[config.mk]
export PLATFORM = sky130hd
export DESIGN_NAME = source_code_tokenizer
export DESIGN_NICKNAME = d
export VERILOG_FILES = /design/src/sv/sct_pkg.sv /design/src/sv/source_code_tokenizer.sv /design/src/sv/sct_front.sv /design/src/sv/sct_queue.sv /design/src/sv/sct_back.sv
export SDC_FILE = /design/constraint.sdc
export NUM_CORES = 2
export LEC_CHECK = 0
export BUFFER_PORTS_ARGS = -buffer_cell sky130_fd_sc_hd__buf_4
export CAP_MARGIN = 0
export CORE_ASPECT_RATIO = 1.2
export CORE_UTILIZATION = 65
export CTS_BUF_LIST = sky130_fd_sc_hd__clkbuf_8
export DETAILED_ROUTE_END_ITERATION = 10
export PLACE_DENSITY = 0.88
export SETUP_SLACK_MARGIN = 0.15
export SLEW_MARGIN = 20
export SYNTH_ARGS = -nofsm -noshare
export SYNTH_HDL_FRONTEND = slang
export SYNTH_SLANG_ARGS = --single-unit
[constraint.sdc]
create_clock -name clk_i -period 50.9 [get_ports clk_i]
set_input_delay 7.635 -clock clk_i [delete_from_list [all_inputs] [get_ports clk_i]]
set_output_delay 7.635 -clock clk_i [all_outputs]
set_load 0.02 [all_outputs]
[src/sv/sct_pkg.sv]
package sct_pkg;

  // token kind codes
  localparam logic [5:0] K_END        = 6'd0;
  localparam logic [5:0] K_NEWLINE    = 6'd1;
  localparam logic [5:0] K_LPAREN     = 6'd2;
  localparam logic [5:0] K_RPAREN     = 6'd3;
  localparam logic [5:0] K_LBRACE     = 6'd4;
  localparam logic [5:0] K_RBRACE     = 6'd5;
  localparam logic [5:0] K_LSQUARE    = 6'd6;
  localparam logic [5:0] K_RSQUARE    = 6'd7;
  localparam logic [5:0] K_COMMA      = 6'd8;
  localparam logic [5:0] K_DOT        = 6'd9;
  localparam logic [5:0] K_COLON      = 6'd10;
  localparam logic [5:0] K_MINUS      = 6'd11;
  localparam logic [5:0] K_PLUS       = 6'd12;
  localparam logic [5:0] K_SLASH      = 6'd13;
  localparam logic [5:0] K_STAR       = 6'd14;
  localparam logic [5:0] K_EQUAL      = 6'd15;
  localparam logic [5:0] K_LOWER      = 6'd16;
  localparam logic [5:0] K_HIGHER     = 6'd17;
  localparam logic [5:0] K_RARROW     = 6'd18;
  localparam logic [5:0] K_DRARROW    = 6'd19;
  localparam logic [5:0] K_EQEQ       = 6'd20;
  localparam logic [5:0] K_BIGARROW   = 6'd21;
  localparam logic [5:0] K_LARROW     = 6'd22;
  localparam logic [5:0] K_LE         = 6'd23;
  localparam logic [5:0] K_GE         = 6'd24;
  localparam logic [5:0] K_STRING     = 6'd25;
  localparam logic [5:0] K_NUMBER     = 6'd26;
  localparam logic [5:0] K_IDENT      = 6'd27;
  localparam logic [5:0] K_KEYWORD0   = 6'd28;
  localparam logic [5:0] K_ERR_BYTE   = 6'd40;
  localparam logic [5:0] K_ERR_STRING = 6'd41;
  localparam logic [5:0] K_LAST       = K_ERR_STRING;

  localparam int unsigned NUM_KEYWORDS = 12;
  localparam int unsigned MAX_TOKENS   = 3;

  // keyword text, byte i at bits 8i
  localparam logic [47:0] KW_TEXT [NUM_KEYWORDS] = '{
    48'h0000_6575_7274,  // true
    48'h0065_736c_6166,  // false
    48'h0000_0000_726f,  // or
    48'h0000_0064_6e61,  // and
    48'h0000_0000_6669,  // if
    48'h0000_6573_6c65,  // else
    48'h0000_0072_6f66,  // for
    48'h0065_6c69_6877,  // while
    48'h0000_656e_6f6e,  // none
    48'h0073_7361_6c63,  // class
    48'h0000_666c_6573,  // self
    48'h6c6c_6f72_6e75   // unroll
  };
  localparam logic [2:0] KW_LEN [NUM_KEYWORDS] = '{
    3'd4, 3'd5, 3'd2, 3'd3, 3'd2, 3'd4, 3'd3, 3'd5, 3'd4, 3'd5, 3'd4, 3'd6
  };

  typedef struct packed {
    logic [7:0] source_byte;
    logic       end_of_source;
  } in_item_t;

  typedef struct packed {
    logic [5:0]  token_kind;
    logic [31:0] token_start;
    logic [15:0] token_length;
    logic [23:0] line_number;
    logic        last_of_run;
  } out_item_t;

  // tokens caused by one input item, oldest in slot 0
  typedef struct packed {
    logic [1:0]           count;
    out_item_t [2:0]      tok;
  } bundle_t;

  // queue head as seen by the back end
  typedef struct packed {
    logic    valid;
    bundle_t data;
  } queue_head_t;

  // identifier or keyword kind from the stored prefix
  function automatic logic [5:0] word_kind(input logic [47:0] prefix, input logic [2:0] len);
    logic [5:0] kind;
    kind = K_IDENT;
    for (int k = NUM_KEYWORDS - 1; k >= 0; k--) begin
      if (len == KW_LEN[k] && prefix == KW_TEXT[k]) begin
        kind = K_KEYWORD0 + 6'(k);
      end
    end
    return kind;
  endfunction

  function automatic logic char_is_numeral(input logic [7:0] c);
    return (c >= 8'h30) && (c <= 8'h39);
  endfunction

  function automatic logic char_is_letter(input logic [7:0] c);
    return ((c >= 8'h61) && (c <= 8'h7a)) || ((c >= 8'h41) && (c <= 8'h5a)) || (c == 8'h5f);
  endfunction

endpackage

[src/sv/source_code_tokenizer.sv]
// Streaming source tokenizer. One source byte or end marker enters per cycle
// unless in_stall_o is high. The scanner knows a token has ended only on the byte
// after it, so one item can emit up to three tokens, which leave one per cycle
// unless out_stall_i is high, through a two-entry queue and an output register.
// Input throughput is one item per cycle while each item yields at most one token
// and out_stall_i is low; items that emit two or three tokens take one output slot
// per token, and the queue absorbs that until it fills, then in_stall_o rises.
// The first token of an item goes through the queue, then the output register.
// The end marker flushes any pending token, emits an end token, resets the scanner.
module source_code_tokenizer #(
  parameter int unsigned POSITION_BITS = 32,
  parameter int unsigned LINE_BITS     = 24
) (
  input  logic               clk_i,
  input  logic               rst_ni,
  input  logic               in_valid_i,
  output logic               in_stall_o,
  input  sct_pkg::in_item_t  in_item_i,
  output logic               out_valid_o,
  input  logic               out_stall_i,
  output sct_pkg::out_item_t out_item_o
);
  import sct_pkg::*;

  logic        accept, push, full, pop;
  bundle_t     bundle;
  queue_head_t head;

  assign in_stall_o = full;
  assign accept     = in_valid_i && !full;

  sct_front #(
    .POSITION_BITS(POSITION_BITS),
    .LINE_BITS    (LINE_BITS)
  ) u_front (
    .clk_i   (clk_i),
    .rst_ni  (rst_ni),
    .accept_i(accept),
    .item_i  (in_item_i),
    .push_o  (push),
    .bundle_o(bundle)
  );

  sct_queue u_queue (
    .clk_i (clk_i),
    .rst_ni(rst_ni),
    .push_i(push),
    .data_i(bundle),
    .full_o(full),
    .head_o(head),
    .pop_i (pop)
  );

  sct_back u_back (
    .clk_i      (clk_i),
    .rst_ni     (rst_ni),
    .head_i     (head),
    .pop_o      (pop),
    .out_valid_o(out_valid_o),
    .out_stall_i(out_stall_i),
    .out_item_o (out_item_o)
  );

endmodule

[src/sv/sct_front.sv]
module sct_front #(
  parameter int unsigned POSITION_BITS = 32,
  parameter int unsigned LINE_BITS     = 24
) (
  input  logic              clk_i,
  input  logic              rst_ni,
  input  logic              accept_i,
  input  sct_pkg::in_item_t item_i,
  output logic              push_o,
  output sct_pkg::bundle_t  bundle_o
);
  import sct_pkg::*;

  localparam logic [POSITION_BITS-1:0] POS_MAX  = {POSITION_BITS{1'b1}};
  localparam logic [LINE_BITS-1:0]     LINE_MAX = {LINE_BITS{1'b1}};

  typedef enum logic [3:0] {
    M_IDLE, M_COMMENT, M_SDQ, M_SSQ, M_SDQ_ESC, M_SSQ_ESC, M_NUM, M_NUMDOT,
    M_FRAC, M_WORD, M_MINUS, M_ARROW, M_EQ, M_LT, M_GT
  } mode_e;

  typedef struct packed {
    mode_e      mode;
    logic       set_origin;
    logic       origin_next;
    logic       word_init;
    logic       emit;
    logic [5:0] kind;
    logic       inc_line;
  } start_t;

  typedef struct packed {
    logic                     valid;
    logic [5:0]               kind;
    logic [POSITION_BITS-1:0] start;
    logic [15:0]              length;
    logic [LINE_BITS-1:0]     line;
  } slot_t;

  mode_e                    mode_q, mode_d;
  logic [POSITION_BITS-1:0] pos_q, pos_d, origin_q, origin_d;
  logic [LINE_BITS-1:0]     line_q, line_d;
  logic [47:0]              prefix_q, prefix_d;
  logic [2:0]               wlen_q, wlen_d;

  logic [POSITION_BITS-1:0] pos_nxt, pos_prev;
  logic [LINE_BITS-1:0]     line_inc;
  logic [7:0]               c;
  start_t                   st;
  logic                     do_start;
  slot_t [2:0]              slot;

  function automatic logic [15:0] span(input logic [POSITION_BITS-1:0] from,
                                       input logic [POSITION_BITS-1:0] to);
    logic [POSITION_BITS-1:0] d;
    d = to - from;
    if (to <= from) return 16'd0;
    if (d > POSITION_BITS'(16'hFFFF)) return 16'hFFFF;
    return d[15:0];
  endfunction

  function automatic logic [23:0] line_out(input logic [LINE_BITS-1:0] l);
    if (LINE_BITS > 24 && l > LINE_BITS'(24'hFFFFFF)) return 24'hFFFFFF;
    return 24'(l);
  endfunction

  // first byte of a token: classify
  function automatic start_t classify(input logic [7:0] b);
    start_t s;
    s = '{mode: M_IDLE, set_origin: 1'b0, origin_next: 1'b0, word_init: 1'b0,
          emit: 1'b0, kind: K_ERR_BYTE, inc_line: 1'b0};
    unique case (b)
      8'h20, 8'h0d, 8'h09: ;
      8'h0a: begin s.inc_line = 1'b1; s.emit = 1'b1; s.kind = K_NEWLINE; end
      8'h23: s.mode = M_COMMENT;
      8'h28: begin s.emit = 1'b1; s.kind = K_LPAREN;  end
      8'h29: begin s.emit = 1'b1; s.kind = K_RPAREN;  end
      8'h7b: begin s.emit = 1'b1; s.kind = K_LBRACE;  end
      8'h7d: begin s.emit = 1'b1; s.kind = K_RBRACE;  end
      8'h5b: begin s.emit = 1'b1; s.kind = K_LSQUARE; end
      8'h5d: begin s.emit = 1'b1; s.kind = K_RSQUARE; end
      8'h2c: begin s.emit = 1'b1; s.kind = K_COMMA;   end
      8'h2e: begin s.emit = 1'b1; s.kind = K_DOT;     end
      8'h3a: begin s.emit = 1'b1; s.kind = K_COLON;   end
      8'h2b: begin s.emit = 1'b1; s.kind = K_PLUS;    end
      8'h2f: begin s.emit = 1'b1; s.kind = K_SLASH;   end
      8'h2a: begin s.emit = 1'b1; s.kind = K_STAR;    end
      8'h2d: begin s.mode = M_MINUS; s.set_origin = 1'b1; end
      8'h3d: begin s.mode = M_EQ;    s.set_origin = 1'b1; end
      8'h3c: begin s.mode = M_LT;    s.set_origin = 1'b1; end
      8'h3e: begin s.mode = M_GT;    s.set_origin = 1'b1; end
      8'h22: begin s.mode = M_SDQ; s.set_origin = 1'b1; s.origin_next = 1'b1; end
      8'h27: begin s.mode = M_SSQ; s.set_origin = 1'b1; s.origin_next = 1'b1; end
      default: begin
        if (char_is_numeral(b)) begin
          s.mode = M_NUM; s.set_origin = 1'b1;
        end else if (char_is_letter(b)) begin
          s.mode = M_WORD; s.set_origin = 1'b1; s.word_init = 1'b1;
        end else begin
          s.emit = 1'b1;
        end
      end
    endcase
    return s;
  endfunction

  assign c        = item_i.source_byte;
  assign pos_nxt  = (pos_q == POS_MAX) ? pos_q : pos_q + 1'b1;
  assign pos_prev = pos_q - 1'b1;
  assign line_inc = (line_q == LINE_MAX) ? line_q : line_q + 1'b1;
  assign st       = classify(c);

  // scanner next state and emitted tokens
  always_comb begin
    mode_d   = mode_q;
    pos_d    = pos_nxt;
    origin_d = origin_q;
    line_d   = line_q;
    prefix_d = prefix_q;
    wlen_d   = wlen_q;
    do_start = 1'b0;
    slot     = '0;
    slot[0].line = line_q;
    slot[1].line = line_q;
    slot[2].line = line_q;
    if (item_i.end_of_source) begin
      unique case (mode_q)
        M_SDQ, M_SSQ, M_SDQ_ESC, M_SSQ_ESC: begin
          slot[0] = '{1'b1, K_ERR_STRING, origin_q, span(origin_q, pos_q), line_q};
        end
        M_NUM, M_FRAC: slot[0] = '{1'b1, K_NUMBER, origin_q, span(origin_q, pos_q), line_q};
        M_NUMDOT: begin
          slot[0] = '{1'b1, K_NUMBER, origin_q, span(origin_q, pos_prev), line_q};
          slot[1] = '{1'b1, K_DOT, pos_prev, 16'd1, line_q};
        end
        M_WORD: begin
          slot[0] = '{1'b1, word_kind(prefix_q, wlen_q), origin_q, span(origin_q, pos_q), line_q};
        end
        M_MINUS: slot[0] = '{1'b1, K_MINUS, origin_q, 16'd1, line_q};
        M_ARROW: slot[0] = '{1'b1, K_RARROW, origin_q, span(origin_q, pos_q), line_q};
        M_EQ:    slot[0] = '{1'b1, K_EQUAL, origin_q, 16'd1, line_q};
        M_LT:    slot[0] = '{1'b1, K_LOWER, origin_q, 16'd1, line_q};
        M_GT:    slot[0] = '{1'b1, K_HIGHER, origin_q, 16'd1, line_q};
        default: ;
      endcase
      slot[2]  = '{1'b1, K_END, pos_q, 16'd0, line_q};
      mode_d   = M_IDLE;
      pos_d    = '0;
      origin_d = '0;
      line_d   = LINE_BITS'(1);
      prefix_d = '0;
      wlen_d   = '0;
    end else begin
      unique case (mode_q)
        M_COMMENT: do_start = (c == 8'h0a);
        M_SDQ, M_SSQ: begin
          if (c == ((mode_q == M_SDQ) ? 8'h22 : 8'h27)) begin
            slot[0] = '{1'b1, K_STRING, origin_q, span(origin_q, pos_q), line_q};
            mode_d  = M_IDLE;
          end else if (c == 8'h5c) begin
            mode_d = (mode_q == M_SDQ) ? M_SDQ_ESC : M_SSQ_ESC;
          end else if (c == 8'h0a) begin
            line_d = line_inc;
          end
        end
        M_SDQ_ESC, M_SSQ_ESC: begin
          if (c == 8'h0a) line_d = line_inc;
          mode_d = (mode_q == M_SDQ_ESC) ? M_SDQ : M_SSQ;
        end
        M_NUM: begin
          if (c == 8'h2e) begin
            mode_d = M_NUMDOT;
          end else if (!char_is_numeral(c)) begin
            slot[0]  = '{1'b1, K_NUMBER, origin_q, span(origin_q, pos_q), line_q};
            do_start = 1'b1;
          end
        end
        M_NUMDOT: begin
          if (char_is_numeral(c)) begin
            mode_d = M_FRAC;
          end else begin
            slot[0]  = '{1'b1, K_NUMBER, origin_q, span(origin_q, pos_prev), line_q};
            slot[1]  = '{1'b1, K_DOT, pos_prev, 16'd1, line_q};
            do_start = 1'b1;
          end
        end
        M_FRAC: begin
          if (!char_is_numeral(c)) begin
            slot[0]  = '{1'b1, K_NUMBER, origin_q, span(origin_q, pos_q), line_q};
            do_start = 1'b1;
          end
        end
        M_WORD: begin
          if (char_is_letter(c) || char_is_numeral(c)) begin
            for (int i = 0; i < 6; i++) begin
              if (wlen_q == 3'(i)) prefix_d[8*i +: 8] = c;
            end
            if (wlen_q != 3'd7) wlen_d = wlen_q + 3'd1;
          end else begin
            slot[0] = '{1'b1, word_kind(prefix_q, wlen_q), origin_q, span(origin_q, pos_q),
                        line_q};
            do_start = 1'b1;
          end
        end
        M_MINUS: begin
          if (c == 8'h3e) begin
            mode_d = M_ARROW;
          end else begin
            slot[0]  = '{1'b1, K_MINUS, origin_q, span(origin_q, pos_q), line_q};
            do_start = 1'b1;
          end
        end
        M_ARROW: begin
          if (c == 8'h3e) begin
            slot[0] = '{1'b1, K_DRARROW, origin_q, span(origin_q, pos_nxt), line_q};
            mode_d  = M_IDLE;
          end else begin
            slot[0]  = '{1'b1, K_RARROW, origin_q, span(origin_q, pos_q), line_q};
            do_start = 1'b1;
          end
        end
        M_EQ: begin
          if (c == 8'h3d || c == 8'h3e) begin
            slot[0] = '{1'b1, (c == 8'h3d) ? K_EQEQ : K_BIGARROW, origin_q,
                        span(origin_q, pos_nxt), line_q};
            mode_d  = M_IDLE;
          end else begin
            slot[0]  = '{1'b1, K_EQUAL, origin_q, span(origin_q, pos_q), line_q};
            do_start = 1'b1;
          end
        end
        M_LT: begin
          if (c == 8'h2d || c == 8'h3d) begin
            slot[0] = '{1'b1, (c == 8'h2d) ? K_LARROW : K_LE, origin_q,
                        span(origin_q, pos_nxt), line_q};
            mode_d  = M_IDLE;
          end else begin
            slot[0]  = '{1'b1, K_LOWER, origin_q, span(origin_q, pos_q), line_q};
            do_start = 1'b1;
          end
        end
        M_GT: begin
          if (c == 8'h3d) begin
            slot[0] = '{1'b1, K_GE, origin_q, span(origin_q, pos_nxt), line_q};
            mode_d  = M_IDLE;
          end else begin
            slot[0]  = '{1'b1, K_HIGHER, origin_q, span(origin_q, pos_q), line_q};
            do_start = 1'b1;
          end
        end
        default: do_start = 1'b1;
      endcase
      // byte opens a new token
      if (do_start) begin
        mode_d = st.mode;
        if (st.inc_line) line_d = line_inc;
        if (st.set_origin) origin_d = st.origin_next ? pos_nxt : pos_q;
        if (st.word_init) begin
          prefix_d = {40'd0, c};
          wlen_d   = 3'd1;
        end
        slot[2] = '{st.emit, st.kind, pos_q, 16'd1,
                    st.inc_line ? line_inc : line_q};
      end
    end
  end

  // pack valid slots in order
  always_comb begin
    logic [1:0] n;
    n        = '0;
    bundle_o = '0;
    for (int i = 0; i < MAX_TOKENS; i++) begin
      if (slot[i].valid) begin
        bundle_o.tok[n] = '{slot[i].kind, 32'(slot[i].start), slot[i].length,
                            line_out(slot[i].line), 1'b0};
        n = n + 2'd1;
      end
    end
    bundle_o.count = n;
    push_o         = accept_i && (n != 2'd0);
  end

  // scanner state
  always_ff @(posedge clk_i or negedge rst_ni) begin
    if (!rst_ni) begin
      mode_q   <= M_IDLE;
      pos_q    <= '0;
      origin_q <= '0;
      line_q   <= LINE_BITS'(1);
      prefix_q <= '0;
      wlen_q   <= '0;
    end else if (accept_i) begin
      mode_q   <= mode_d;
      pos_q    <= pos_d;
      origin_q <= origin_d;
      line_q   <= line_d;
      prefix_q <= prefix_d;
      wlen_q   <= wlen_d;
    end
  end

endmodule

[src/sv/sct_queue.sv]
module sct_queue (
  input  logic                 clk_i,
  input  logic                 rst_ni,
  input  logic                 push_i,
  input  sct_pkg::bundle_t     data_i,
  output logic                 full_o,
  output sct_pkg::queue_head_t head_o,
  input  logic                 pop_i
);
  import sct_pkg::*;

  bundle_t    mem_q [2];
  logic       wr_q, rd_q;
  logic [1:0] cnt_q;

  assign full_o      = (cnt_q == 2'd2);
  assign head_o.valid = (cnt_q != 2'd0);
  assign head_o.data  = mem_q[rd_q];

  // two-entry bundle queue
  always_ff @(posedge clk_i or negedge rst_ni) begin
    if (!rst_ni) begin
      wr_q  <= 1'b0;
      rd_q  <= 1'b0;
      cnt_q <= '0;
    end else begin
      if (push_i) wr_q <= ~wr_q;
      if (pop_i) rd_q <= ~rd_q;
      cnt_q <= cnt_q + {1'b0, push_i} - {1'b0, pop_i};
    end
  end

  always_ff @(posedge clk_i) begin
    if (push_i) mem_q[wr_q] <= data_i;
  end

endmodule

[src/sv/sct_back.sv]
module sct_back (
  input  logic                 clk_i,
  input  logic                 rst_ni,
  input  sct_pkg::queue_head_t head_i,
  output logic                 pop_o,
  output logic                 out_valid_o,
  input  logic                 out_stall_i,
  output sct_pkg::out_item_t   out_item_o
);
  import sct_pkg::*;

  logic [1:0] idx_q;
  logic       out_valid_q;
  out_item_t  out_q;
  out_item_t  tok_sel;
  logic       load, last;

  assign load        = head_i.valid && (!out_valid_q || !out_stall_i);
  assign last        = (idx_q == head_i.data.count - 2'd1);
  assign pop_o       = load && last;
  assign out_valid_o = out_valid_q;
  assign out_item_o  = out_q;

  // selected token with its run flag
  always_comb begin
    tok_sel             = head_i.data.tok[idx_q];
    tok_sel.last_of_run = last;
  end

  // serialize the head bundle one token per cycle while the output is not stalled
  always_ff @(posedge clk_i or negedge rst_ni) begin
    if (!rst_ni) begin
      idx_q       <= '0;
      out_valid_q <= 1'b0;
    end else begin
      if (load) begin
        out_valid_q <= 1'b1;
        idx_q       <= last ? 2'd0 : idx_q + 2'd1;
      end else if (!out_stall_i) begin
        out_valid_q <= 1'b0;
      end
    end
  end

  always_ff @(posedge clk_i) begin
    if (load) begin
      out_q <= tok_sel;
    end
  end

endmodule

# Yosys cells after proc, flatten, opt, wreduce, memory -nomap -nowiden
# Memories as Yosys holds them, arrays and structs flattened.
# Cells that the tools add are included.
# word_totals
output_inout_bits	81
regBits	229
ram_bits	478
n_memories	1
# op_classes
magnitude_cmp	17
eq_ne	72
addsub	13
bitwise_logic	2
reduce_logical	51
muxes	291
# mem_list
name	depth	width	rd	rd_ports_with_merged_regs	write_ports	line_no	text
u_queue.mem_q	2	239	1	0	1	sct_queue.sv:12	bundle_t mem_q [2];
# op_table
cell	n
$mux 79	13
$pmux 79 s10	1
$mux 237	3
$pmux 79 s9	1
$mux 16	44
$bwmux 237	2
$demux 79 s2	2
$mux 48	5
$eq 48x31->1 const B	4
$mux 24	8
$mux 32	6
$bmux 79 s2	1
$mux 158	1
$mux 78	2
$mux 1	151
$eq 48x39->1 const B	3
$eq 8x6->1 const B	16
$eq 48x15->1 const B	2
$eq 48x23->1 const B	2
$gt 32x16->1 const B	3
$le 32x32->1	3
$sub 32x32->32	3
$pmux 6 s13	1
$mux 76	1
65 further kinds	168

# Longest topological paths before layout
# logic_depth
depth_word	26
depth_mapped	26
depth_no_buf	22

# Cells and area by module
# A second synthesis with hierarchy kept.
# unflattened
cells_unflattened	4023
area_unflattened_um2	42682.2
# by_module_without_submodules
mod	instances	cells_per_inst	area_per_inst_um2
sct_front	1	2904	20044.2
sct_queue	1	759	18466.5
sct_back	1	359	4157.7
source_code_tokenizer	1	1	13.8

# Worst setup path after synthesis
# OpenSTA, ideal clock, no wires.
# synth_timing
path_type	in2reg
start	input port in_item_i[7] (netlist bit)
end	memory u_queue.mem_q[0][100] (netlist bit), enable pin
path_slack_ns	25.889
t_required_ns	49.882
arrival_time_ns	23.993
cell_stages	14
setup_ns	1.018
cell_sequence	buf_6 > nor3b_2 > o21ai_0 > a211o_1 > a32oi_1 > a41oi_1 > or2_2 > inv_1 > ha_1 > and2_4 > buf_6 > nor2_4 > nor2_2 > nor3_1
# synth_rtl
element	line_no	text
start, declared	source_code_tokenizer.sv:18	input sct_pkg::in_item_t in_item_i,
end, declared	sct_queue.sv:12	

==> run_results.csv <==
group,metric,value,unit
setup_path,max_stage_delay,0.99,ns
clocking,post_cts_resized,0,
timing,hold_viol,0,
timing,worstMarginPinSlew,1.19,ns
floorplanning,dieWidth,222,um
final_layout,ff_latch_area,18400,um2
grt,grt_max_degree,81,
grt,grt_usage,37.1,%
power,leakage,15.3,nW
final_layout,layout-drive-gt1-share,10.9,%
setup_path,cp.arrival,14.00,ns
grt,grt.overflow.total,0,
routing,avgViaCountPerCell,6.98,
logic_synthesis,yosysSeqAreaShare,48.9,%
logic_synthesis,yosysWarnings,0,
final_layout,area_growth,7.61,%
logic_synthesis,ys_ff_latch,637,
setup_path,cp_max_fo,80,
min_path,hold_path_class,"reg -> reg",
final_layout,fin_nets,3800,
timing,finalSetupViolations,0,
logic_synthesis,synth_cell_types,102,
clocking,numCtsBuffers,95,
setup_path,crit_required,51.25,ns
clocking,clk_pin_slew,0.07,ns
final_layout,stdcell_count,4494,
floorplanning,top_level_ports,94,
final_layout,multiInputGateArea,17700,um2
logic_synthesis,synth-async-reset-ratio,23.5,%
logic_synthesis,synth-edff-count,487,
timing,drv_slew,0,
grt,grt_pass1_vias,30100,
logic_synthesis,synth_area,37600,um2
power,pwr_density_cell,71.7,nW/um2
routing,post_drt_wl_per_cell,24.8,um
routing,drc_errors,0,
timing,rsz0062_at_grt,"false",
floorplanning,design.core.area,57200,um2
routing,drt_iter0_markers,4230,
clocking,insertion_delay,0.75,ns
timing,fmax,73.3,MHz
timing,finClkSkew,0.0504,ns
logic_synthesis,synth_ff_type,"edfxtp_1",
routing,drt_pass1_iterations,8,
logic_synthesis,synth_nets,3831,
logic_synthesis,yosysMostFrequentCell,"edfxtp_1",
place,dp_cells,4313,
clocking,cts_root_buf,"clkbuf_8",
power,peakVddDrop,0.0435,mV
routing,vias,31400,
place,dp_hpwl,77100,um
place,io_buffers,93,
logic_synthesis,yosysTopAreaCell,"edfxtp_1",
timing,fin_crit_sh,26.8,%
grt,grt_antenna_before_repair,2,
setup_path,rrSetupSlack,43.09,ns
routing,routed_wl,111000,um
setup_path,start_kind,"input pin",
place,place.gp.congestion,1.01,
logic_synthesis,synth_area_leaders,"edfxtp_1 39%, dfrtp_1 9.9%, nand2_1 4.2%",
setup_path,critical_path_class,"in -> reg",
job,cap_violations,0,
setup_path,cp_top_family,"simple AND/OR/NAND/NOR gates",
outcome,status,"finished, final reports clean",
setup_path,crit_top_cell,"buf_4",
clocking,cts_setup_buffers,0,
logic_synthesis,netlist_instances,3706,
floorplanning,core.rowCount,96,
logic_synthesis,synthTopCellsByCount,"487 x edfxtp_1, 420 x nand2_1, 282 x o21ai_0",
grt,grt_pass1_wl,169000,um
final_layout,n_fill_cell,3956,
clocking,clock_path_buffers,3,
setup_path,crit_slowest_cell,"buf_4",
routing,postRouteAntennaNets,0,
clocking,cts_tree,"yes",
floorplanning,initial_utilization,65.8,%
setup_path,cp_cell_sequence,"buf_4, nor3b_2, o21ai_0, a211o_1, a32oi_1, a41oi_1, or2_2, inv_1, ha_1, and2_4, nor2_4, nor2_2, nor2_4, and2_4, buf_4, buf_4",
clocking,htree_levels,3,
floorplanning,die_area,58800,um2
clocking,ctsHoldBuffers,0,
timing,tns,0,ns
setup_path,critPathBufInv,4,
setup_path,cp-end-kind,"flip-flop",
floorplanning,die_h,266,um
logic_synthesis,synth_top_area_share,38.9,%
timing,relSlewSlack,18.8,%
clocking,cts_sinks,637,
logic_synthesis,syn_avg_cell_area,10.1,um2
timing,period_minus_slack,13.64,ns
==> kinds of logic (layout without fill, tap and decap cells) <==
logic type / count (synthesis) / in the layout / share of synthesized area, %
AO/OA/AOI/OAI: 966 / 966 / 16.4
XOR/XNOR: 179 / 179 / 4.17
adder cells (fa/ha/maj): 112 / 112 / 3.79
buffers and inverters: 410 / 460 / 4.26
flip-flops: 637 / 637 / 48.9
multiplexers: 174 / 174 / 6.72
other: 0 / 3 / 0
AND/OR/NAND/NOR: 1228 / 1228 / 15.8
==> worst paths after layout <==
path                                      start                     to  depth (start not counted)
setup / recovery                   in_item_i[6]  u_queue.mem_q[1][145]                         16
hold / removal             u_front.prefix_q[15]   u_front.prefix_q[15]                          1
setup reg to reg               u_front.pos_q[4]   u_queue.mem_q[0][28]                         21
hold reg to reg            u_front.prefix_q[15]   u_front.prefix_q[15]                          1
max in group asynchronous                rst_ni           u_queue.rd_q                          2
min in group asynchronous                rst_ni      u_front.pos_q[31]                          1
==> metrics by stage <==
step	utilization [%]	hold slack [ns]	power [mW]	instance area, um2	setup slack (ns)
final	70.8	0.480	2.90	40500	37.26
after global routing	70.8	0.512	3.04	40500	36.92
after CTS	70.8	0.479	2.85	40500	37.35
after detailed placement	67.4	0.465	2.43	38600	36.61
after global placement	67.4	0.459	2.40	38500	36.76
after floorplan	-	0.443	1.99	37600	25.89
==> worst reg2reg max path, cell delays in order (launching register included) <==
cell,delay (ns)
dfrtp_1,0.82
and4_1,0.32
nand4_1,0.14
nor3_2,0.44
nand4b_1,0.48
nor3_1,0.29
nand3_1,0.31
nor2_1,0.55
nand3_1,0.37
xnor2_1,0.23
ha_1,0.46
nand4_1,0.18
or2_2,0.35
nor2_1,0.30
a21boi_0,0.39
nor2_1,0.13
o21ai_0,0.19
a21oi_1,0.20
a311o_1,0.40
a31oi_1,0.21
a211oi_1,0.07
a211oi_1,0.67
==> where the power goes <==
part | internal (mW) | switching (mW) | leakage, nW
combinational | 0.557 | 1.04 | 7.57
clock | 0.210 | 0.212 | 1.08
sequential | 0.767 | 0.113 | 6.67
total | 1.53 | 1.37 | 15.3
==> layout make-up <==
type	instances	area share, %
sequential	637	45.4
multi-input combinational	2659	43.7
clock buffer	109	3.71
timing repair buffer	134	2.49
tap	735	2.27
inverter	148	1.37
clock inverter	69	1.03
antenna	3	0.0185
==> per-layer routing <==
metal | wire length (um) | GRT usage [%] | vias to the layer above
met5 | 0 | 0 | -
li1 | - | - | 13800
met3 | 12500 | 7.21 | 414
met4 | 5310 | 17.4 | 0
met2 | 51200 | 59.2 | 2215
met1 | 42300 | 49.3 | 15000
==> registers in the layout (all words and copies together) (netlist names) <==
name,flops
u_queue.cnt_q,2
u_front.pos_q,32
u_front.origin_q,32
u_queue.rd_q,1
u_front.prefix_q,48
u_back.idx_q,2
u_back.out_item_o,79
u_back.out_valid_o,1
u_front.mode_q,4
u_front.line_q,24
u_front.wlen_q,3
u_queue.wr_q,1
u_queue.mem_q,408
==> placed cells by master, fill, tap and decap left out, drive strengths merged, types with 11 or more instances in the layout <==
cell type  instances
a21o              33
a211oi            30
xor2              78
o21a              27
a22o              56
inv              178
mux4              62
nand2b            44
mux2i            104
or2               17
dfrtp            149
and4              11
xnor2            101
nor3              93
a21oi            208
or4               11
nand3             86
nor2b             25
o31ai             50
nand2            423
nand4             68
nor4              36
or3               35
o211ai            19
ha               109
o21ai            288
clkinv            33
a221oi            12
buf              134
a31oi             43
edfxtp           487
and2              26
o21bai            12
o22ai             82
clkbuf           109
and3              57
nor2             257
Power figures use the tool's default switching activity.
